--- src/rtl/bfw_pkg.sv ---
package bfw_pkg;

  localparam int unsigned DEPTH     = 64;
  localparam int unsigned PTR_W     = $clog2(DEPTH);
  localparam int unsigned DATA_W    = 8;
  localparam int unsigned LEVEL_W   = 6;
  localparam int unsigned OVF_W     = 16;
  localparam int unsigned PCT_W     = 7;
  localparam int unsigned MARK_W    = 6;
  localparam int unsigned CFG_IDX_W = 8;
  localparam int unsigned PCT_SCALE = 100;
  localparam int unsigned PCT_PROD_W = LEVEL_W + PCT_W;

  // result tdata: read_data, fill_level, overflow_total, above_high_mark, fill_percent
  localparam int unsigned RES_BITS = DATA_W + LEVEL_W + OVF_W + 1 + PCT_W;
  localparam int unsigned RES_W    = ((RES_BITS + 7) / 8) * 8;

  localparam logic [CFG_IDX_W-1:0] CFG_HIGH_MARK = CFG_IDX_W'(0);
  localparam logic [CFG_IDX_W-1:0] CFG_LOW_MARK  = CFG_IDX_W'(1);
  localparam logic [CFG_IDX_W-1:0] CFG_OVERWRITE = CFG_IDX_W'(2);

  localparam logic MODE_PUSH = 1'b0;
  localparam logic MODE_POP  = 1'b1;

  typedef struct packed {
    logic               accepted;
    logic [LEVEL_W-1:0] fill_level;
    logic [OVF_W-1:0]   overflow_total;
    logic               above_high_mark;
    logic [PCT_W-1:0]   fill_percent;
  } status_t;

  function automatic logic [PCT_W-1:0] fill_pct(input logic [LEVEL_W-1:0] level);
    logic [PCT_PROD_W-1:0] prod;
    prod = PCT_PROD_W'(level) * PCT_PROD_W'(PCT_SCALE);
    return PCT_W'(prod >> PTR_W);
  endfunction

endpackage

--- src/rtl/bfw_ram.sv ---
module bfw_ram #(
  parameter int unsigned WIDTH = 8,
  parameter int unsigned DEPTH = 64
) (
  input  logic                     clk_i,
  input  logic                     we_i,
  input  logic [$clog2(DEPTH)-1:0] waddr_i,
  input  logic [WIDTH-1:0]         wdata_i,
  input  logic                     re_i,
  input  logic [$clog2(DEPTH)-1:0] raddr_i,
  output logic [WIDTH-1:0]         rdata_o
);

  logic [WIDTH-1:0] mem_q [DEPTH];
  logic [WIDTH-1:0] rdata_q;

  always_ff @(posedge clk_i) begin
    if (we_i) begin
      mem_q[waddr_i] <= wdata_i;
    end
    if (re_i) begin
      rdata_q <= mem_q[raddr_i];
    end
  end

  assign rdata_o = rdata_q;

endmodule

--- src/rtl/byte_fifo_with_watermarks.sv ---
// Channel   Direction  tdata                                    tuser
// s_axis    in         write_data[7:0]                          mode (1 = pop)
// m_axis    out        read_data, level, ovf, flag, percent     accepted
// cfg       in         cfg_data_i = value, cfg_index_i = reg    -
//
// A push's result is registered at the accepting edge, as is that of a pop on an
// empty buffer. A pop that finds data reads the store's registered output in the
// READ state and loads the output register from it; s_tready stays low in READ.
// Reset clears pointers, overflow count and flag, and loads the default marks with
// overwrite off; the byte store is not cleared.
// A stalled result holds in the output register; a new item is taken in the
// cycle that register is emptied.
module byte_fifo_with_watermarks (
  input  logic                            clk_i,
  input  logic                            rst_ni,
  input  logic                            s_tvalid,
  output logic                            s_tready,
  input  logic [bfw_pkg::DATA_W-1:0]      s_tdata,   // [7:0] write_data
  input  logic                            s_tuser,   // [0] mode
  output logic                            m_tvalid,
  input  logic                            m_tready,
  // [7:0] read_data, [13:8] fill_level, [29:14] overflow_total,
  // [30] above_high_mark, [37:31] fill_percent, [39:38] zero
  output logic [bfw_pkg::RES_W-1:0]       m_tdata,
  output logic                            m_tuser,   // [0] accepted
  input  logic                            cfg_valid_i,
  output logic                            cfg_ready_o,
  input  logic [bfw_pkg::CFG_IDX_W-1:0]   cfg_index_i,
  input  logic [bfw_pkg::MARK_W-1:0]      cfg_data_i
);

  localparam logic ST_IDLE = 1'b0;
  localparam logic ST_READ = 1'b1;

  localparam int unsigned PW = bfw_pkg::PTR_W;

  logic                         state_q, state_d;
  logic [PW-1:0]                wptr_q, wptr_d, rptr_q, rptr_d;
  logic [bfw_pkg::OVF_W-1:0]    ovf_q, ovf_d;
  logic                         flag_q, flag_d;
  logic [bfw_pkg::MARK_W-1:0]   high_q, low_q;
  logic                         ovr_q;

  logic                         out_valid_q, out_valid_d;
  bfw_pkg::status_t             out_stat_q, out_stat_d, pend_q, pend_d;
  logic [bfw_pkg::DATA_W-1:0]   out_data_q, out_data_d;

  logic                         out_free, take;
  logic                         full, empty;
  logic [PW-1:0]                wnext, rnext, lvl_after;
  logic                         ram_we, ram_re;
  logic [bfw_pkg::DATA_W-1:0]   ram_rdata;

  assign out_free = !out_valid_q || m_tready;
  assign s_tready = (state_q == ST_IDLE) && out_free;
  assign take     = s_tvalid && s_tready;

  assign wnext = wptr_q + PW'(1);
  assign rnext = rptr_q + PW'(1);
  assign full  = (wnext == rptr_q);
  assign empty = (wptr_q == rptr_q);

  assign ram_we = take && (s_tuser == bfw_pkg::MODE_PUSH) && (!full || ovr_q);
  assign ram_re = take && (s_tuser == bfw_pkg::MODE_POP) && !empty;

  bfw_ram #(
    .WIDTH(bfw_pkg::DATA_W),
    .DEPTH(bfw_pkg::DEPTH)
  ) u_store (
    .clk_i  (clk_i),
    .we_i   (ram_we),
    .waddr_i(wptr_q),
    .wdata_i(s_tdata),
    .re_i   (ram_re),
    .raddr_i(rptr_q),
    .rdata_o(ram_rdata)
  );

  always_comb begin
    state_d     = state_q;
    wptr_d      = wptr_q;
    rptr_d      = rptr_q;
    ovf_d       = ovf_q;
    flag_d      = flag_q;
    out_valid_d = out_valid_q && !m_tready;
    out_stat_d  = out_stat_q;
    out_data_d  = out_data_q;
    pend_d      = pend_q;
    lvl_after   = wptr_q - rptr_q;

    if (state_q == ST_READ) begin
      // store data arrives now; status was settled at the accepting edge
      out_valid_d = 1'b1;
      out_stat_d  = pend_q;
      out_data_d  = ram_rdata;
      state_d     = ST_IDLE;
    end else if (take) begin
      pend_d.accepted = 1'b0;
      if (s_tuser == bfw_pkg::MODE_PUSH) begin
        if (full) begin
          ovf_d = ovf_q + bfw_pkg::OVF_W'(1);
          if (ovr_q) begin
            wptr_d          = wnext;
            rptr_d          = rnext;
            pend_d.accepted = 1'b1;
          end
        end else begin
          wptr_d          = wnext;
          pend_d.accepted = 1'b1;
          lvl_after       = wnext - rptr_q;
          if (bfw_pkg::MARK_W'(lvl_after) >= high_q) begin
            flag_d = 1'b1;
          end
        end
      end else if (!empty) begin
        rptr_d          = rnext;
        pend_d.accepted = 1'b1;
        lvl_after       = wptr_q - rnext;
        if (bfw_pkg::MARK_W'(lvl_after) <= low_q) begin
          flag_d = 1'b0;
        end
      end
      pend_d.fill_level      = bfw_pkg::LEVEL_W'(wptr_d - rptr_d);
      pend_d.overflow_total  = ovf_d;
      pend_d.above_high_mark = flag_d;
      pend_d.fill_percent    = bfw_pkg::fill_pct(pend_d.fill_level);
      if (ram_re) begin
        state_d = ST_READ;
      end else begin
        out_valid_d = 1'b1;
        out_stat_d  = pend_d;
        out_data_d  = '0;
      end
    end
  end

  always_ff @(posedge clk_i or negedge rst_ni) begin
    if (!rst_ni) begin
      state_q     <= ST_IDLE;
      wptr_q      <= '0;
      rptr_q      <= '0;
      ovf_q       <= '0;
      flag_q      <= 1'b0;
      out_valid_q <= 1'b0;
      high_q      <= bfw_pkg::MARK_W'(48);
      low_q       <= bfw_pkg::MARK_W'(16);
      ovr_q       <= 1'b0;
    end else begin
      state_q     <= state_d;
      wptr_q      <= wptr_d;
      rptr_q      <= rptr_d;
      ovf_q       <= ovf_d;
      flag_q      <= flag_d;
      out_valid_q <= out_valid_d;
      if (cfg_valid_i) begin
        case (cfg_index_i)
          bfw_pkg::CFG_HIGH_MARK: high_q <= cfg_data_i;
          bfw_pkg::CFG_LOW_MARK:  low_q  <= cfg_data_i;
          bfw_pkg::CFG_OVERWRITE: ovr_q  <= cfg_data_i[0];
          default: ;
        endcase
      end
    end
  end

  always_ff @(posedge clk_i) begin
    out_stat_q <= out_stat_d;
    out_data_q <= out_data_d;
    pend_q     <= pend_d;
  end

  assign cfg_ready_o = 1'b1;
  assign m_tvalid    = out_valid_q;
  assign m_tuser     = out_stat_q.accepted;
  assign m_tdata     = bfw_pkg::RES_W'({out_stat_q.fill_percent,
                                        out_stat_q.above_high_mark,
                                        out_stat_q.overflow_total,
                                        out_stat_q.fill_level,
                                        out_data_q});

endmodule

--- config.mk ---
export PLATFORM = sky130hd
export DESIGN_NAME = byte_fifo_with_watermarks
export DESIGN_NICKNAME = d
export VERILOG_FILES = /design/src/rtl/bfw_pkg.sv /design/src/rtl/bfw_ram.sv /design/src/rtl/byte_fifo_with_watermarks.sv
export SDC_FILE = /design/constraint.sdc
export NUM_CORES = 1
export LEC_CHECK = 0
export BUFFER_PORTS_ARGS = -buffer_cell sky130_fd_sc_hd__buf_4
export CORE_MARGIN = 4
export CORE_UTILIZATION = 50
export CTS_CLUSTER_SIZE = 30
export DETAILED_ROUTE_END_ITERATION = 8
export GPL_ROUTABILITY_DRIVEN = 0
export PLACE_DENSITY_LB_ADDON = 0.3
export SLEW_MARGIN = 20
export SYNTH_ARGS = -nofsm -noshare
export SYNTH_HDL_FRONTEND = slang
export SYNTH_SLANG_ARGS = --single-unit
--- constraint.sdc ---
create_clock -name clk_i -period 7.1 [get_ports clk_i]
set_clock_uncertainty 0.05 [all_clocks]
set_input_delay 0.71 -clock clk_i [delete_from_list [all_inputs] [get_ports clk_i]]
set_output_delay 0.71 -clock clk_i [all_outputs]
set_load 0.005 [all_outputs]
# Word level (Yosys, flattened, before mapping)
# Memories as Yosys holds them, arrays and structs flattened. A register that Yosys moved wholly into a read port is not among the register bits.
# Index checks and enable logic that the tools add are counted.
# totals
reg_bits	114
mem_bits_rw	512
word_cells	93
mem_count	1
# memory_table
name	depth	width	read_ports	rd_ports_with_merged_regs	write_ports	line	text
u_store.mem_q	64	8	1	1	1	bfw_ram.sv:14	logic [WIDTH-1:0] mem_q [DEPTH];
# op_classes
addsub	6
mul	1
magnitude_cmp	2
eq_ne	5
n_mux	36
n_bitwise	2
reduce_logical	20
# op_table
op	n
$mux 31	3
$mux 6	11
$mux 16	2
$mux 8	3
$sub 6x6->6	3
$mux 1	17
$add 16x1->16 const B	1
$add 6x1->6 const B	2
$eq 6x6->1	2
$mul 6x5->11 const B	1
$reduce_and 2->1	5
$eq 8x1->1 const B	1
$eq 8x2->1 const B	1
$logic_not 8->1	1
$logic_and 1x1->1	7
$ge 6x6->1	1
$le 6x6->1	1
$logic_not 1->1	4
$logic_or 1x1->1	2
$ne 2x2->1 const B	1
$not 1->1	2
$reduce_bool 2->1	1

# Longest topological paths before layout
# logic_depth
depth_word	11
mapped_depth	28
mapped_depth_nobuf	27

# Modules after synthesis
# From an unflattened synthesis, not the netlist that was laid out.
# unflattened
hier_cells	1468
hier_area_um2	26660.6
# by_module_without_submodules
mod	instances	cells_per_inst	area_each_um2
bfw_ram	1	940	20246.9
byte_fifo_with_watermarks	1	528	6413.7

# Worst setup path after synthesis
# OpenSTA, ideal clock, no wires.
# synth_timing
path_type	register -> register
startpoint	reg rptr_q[3]
endpoint	reg out_stat_q, in the netlist m_tdata[37], data pin
setup_ns	0.265
t_arrival_ns	5.660
t_required_ns	6.785
slack_ns	1.125
stages_incl_launch_ff	28
path_buffers	3
path_cell_list	dfrtp_1 -> clkbuf_1 -> buf_1 -> inv_1 -> ha_1 -> nand4_1 -> nor2_1 -> o211a_1 -> clkbuf_1 -> a21oi_2 -> nand2b_1 -> xnor2_1 -> ha_1 -> nor2b_1 -> o21ai_0 -> nand2b_1 -> xnor2_1 -> inv_1 -> ha_1 -> ha_1 -> fa_1 -> a21oi_1 -> nor2_1 -> nor2_1 -> o21ai_0 -> o21ai_0 -> a21boi_0 -> o31ai_1
# synth_lines
item	line	text
start, declared	byte_fifo_with_watermarks.sv:38	logic [PW-1:0] wptr_q, wptr_d, rptr_q, rptr_d;
start signal, assigned	byte_fifo_with_watermarks.sv:151	rptr_q <= rptr_d;
end signal, assigned	byte_fifo_with_watermarks.sv:167	out_stat_q <= out_stat_d;
end, declared	byte_fifo_with_watermarks.sv:45	bfw_pkg::status_t out_stat_q, out_stat_d, pend_q, pend_d;

==> results.toml <==
[cts]
cts_setup_buffers = 0
cts_max_level = 2
cts.clk_slew.worst_paths_ns = 0.06
clockBufferDepth = 3
clk_latency_ns = 0.63
cts_tree = "done"
ctsRootBufferMaster = "clkbuf_16"
cts_made_buffers = 61
cts.sinks = 634

[synth]
yosys_warnings = 0
synth_enable_flop_cells = 590
synthDistinctLibCells = 61
synthCells = 1365
synth-seq-cells = 634
synth_area_um2 = 26400
synth_area_leaders = "edfxtp_1, mux4_2, dfrtp_1, ha_1, xnor2_1"
synth.avg_cell_area_um2 = 19.3
synth_top_cell_by_area = "edfxtp_1"
async_flop_share_pct = 6.94
ys_seq_area_share_pct = 71.4
ys.flop_type = "edfxtp_1"
post-synth-top-area-fraction_pct = 67.2

[sta]
fmax_ghz = 0.154
slew_violations = 0
tns_ns = 0
hold_violations = 0
period_minus_slack_ns = 6.49
whs_ns = 0.0686
setup_viol = 0
max_slew_margin_pct = 29.1
fin_crit_sh_pct = 91.4
tightestPinTransition_ns = 1.06
rsz0062_at_grt = "false"

[worst_setup_path]
cp_data_required_time_ns = 7.40
crit_start = "wptr_q[0]"
r2r_slack_ns = 0.61
path_class = "register to register"
cp_max_fo = 10
timing.rr.start = "wptr_q[0]"
cp-end-kind = "register"
endpoint = "m_tdata[37]"
worstPathArrival_ns = 6.78
start_kind = "register"
r2r_end = "m_tdata[37]"
rr_worst_depth = 25

[hold_path]
hold_class = "primary input to asynchronous set/reset pin"

[layout]
multiInputGateArea_um2 = 7120
final.fill_count = 3859
diodes = 0
nets = 1526
regArea_um2 = 18800
syn2layout_area_growth_pct = 11.9
utilization_pct = 57.0
instances_no_fill = 2180
drive_above_1_share_pct = 26.5

[route]
drtIter0Drc = 1100
wl_um = 55200
antenna_left = 0
routed-via-count = 12800
first_pass_iters = 7
via_per_inst = 5.86
drc = 0
wl_per_cell_um = 25.3

[global_routing]
antenna_found_initial = 0
grt_max_degree = 69
grt_pass1_vias = 13300
grt_usage_pct = 19.9
grt_pass1_wl_um = 84900
gr-total-overflow = 0

[power]
powerDensity_nw_per_um2 = 484
power.total_mw = 14.3
leakagePower_nw = 9.84
vdd_drop_max_v = 0.000527

[die]
ioPinCount = 72
initial_core_util_pct = 51.0
die_x_um = 238
core_um2 = 51700
fp-row-count = 83
die-area_um2 = 56400
die_h_um = 238

[placed_design]
dpl.cell_count = 2064
io_buffers = 68
hpwl_um = 34000

[outcome]
status = "complete, no violations"

[job]
max_cap_violations = 0
[cell type report]
cell class              count  area share [%]
clock inverters            31           0.908
multi-input cells         634            24.2
flip-flops and latches    634            63.9
inverters                  34           0.433
well taps                 680            2.89
repair buffers             82            2.10
clock buffers              85            5.62
[sequential cells by signal, summed over array words and instances (netlist names)]
| signal | flops |
|---|---|
| flag_q | 1 |
| high_q | 6 |
| low_q | 6 |
| m_tdata | 30 |
| m_tuser | 1 |
| m_tvalid | 1 |
| out_data_q | 8 |
| ovf_q | 16 |
| ovr_q | 1 |
| pend_q | 31 |
| rptr_q | 6 |
| state_q | 1 |
| u_store.mem_q | 512 |
| u_store.rdata_o | 8 |
| wptr_q | 6 |
[repair_timing]
item | CTS | global route
resized for setup | 0 | 1
setup endpoints to repair | 0 | 1
hold buffers | 0 | 0
endpoints found under the hold margin | 0 | 0
[worst min-delay path by stage]
stage | end | slack [ns] | depth (start not counted)
after floorplan | flag_q | 0.36 | 0
after detailed placement | m_tdata[10] | 0.45 | 2
final | rptr_q[3] | 0.07 | 1
after global placement | low_q[3] | 0.44 | 1
after CTS | wptr_q[1] | 0.06 | 1
after global routing | ovf_q[15] | 0.09 | 1
[layer usage]
layer | vias up | global-route usage, % | part of all wire, %
met5 | - | 0 | 0
met4 | 0 | 6.10 | 2.6
met3 | 84 | 3.65 | 6.8
met2 | 466 | 32.4 | 50
met1 | 6642 | 28.0 | 41
li1 | 5590 | - | -
[report_power, final]
group          switching, mW  internal [mW]
Combinational           3.24           3.00
Clock                   1.36           1.75
Sequential             0.171           4.75
[cell usage in the layout (no fill, tap or decap), types with 21 or more instances in the layout]
master,netlist,layout
inv_1,32,32
mux2_2,33,33
clkbuf_16,0,62
nand2_1,52,52
nor2_1,97,97
buf_4,7,81
ha_1,47,47
mux4_2,168,168
xnor2_1,56,55
dfrtp_1,41,38
edfxtp_1,590,590
clkbuf_1,28,21
[through the flow]
stage | cell area [um2] | setup WS [ns]
after floorplan | 26400 | 1.13
after detailed placement | 27500 | 0.533
after global placement | 27500 | 0.760
final | 29500 | 0.611
after global routing | 29500 | 0.206
after CTS | 29500 | 0.550
[worst max-delay path: stages, from the launching register on]
cell	delay [ns]
dfrtp_1	0.58
ha_1	0.30
nand3_1	0.17
xnor2_1	0.19
ha_1	0.34
nand4_1	0.13
nor2_1	0.29
o211a_1	0.41
a21oi_2	0.19
nand2b_1	0.19
xnor2_1	0.13
ha_1	0.36
o21a_1	0.22
o31a_1	0.12
o21a_1	0.17
nor2_1	0.08
xnor3_2	0.51
xnor2_1	0.17
ha_1	0.29
ha_1	0.28
ha_1	0.32
inv_1	0.04
o21ai_0	0.14
o21ai_0	0.14
nor3b_1	0.29
o31ai_1	0.11
[kinds of logic (layout without fill, tap and decap cells)]
kind of cell               Yosys count  in the layout  share of synthesized area, %
muxes                              201            201                          15.8
DFF                                634            634                          71.4
xor gates and xnor gates            79             79                          2.74
adders and majority gates           51             51                          2.54
other                                2              3                        0.0285
and+or+nand+nor                    232            232                          4.14
AOI/OAI and AO/OA                   68             68                          1.72
buffers and inverters               98            232                          1.64
[synth_stat cells (6+ instances only)]
master and n:
a21o_1 8, a21oi_1 18, and2_1 11, and3_1 7, buf_1 9, buf_2 18, buf_4 7, clkbuf_1 28
dfrtp_1 41, edfxtp_1 590, ha_1 47, inv_1 32, mux2_2 33, mux4_2 168, nand2_1 52, nand2b_1 6
nand3_1 15, nand4_1 9, nor2_1 97, nor3_1 10, o21ai_0 18, xnor2_1 56, xor2_1 20
Power figures use the tool's default switching activity.
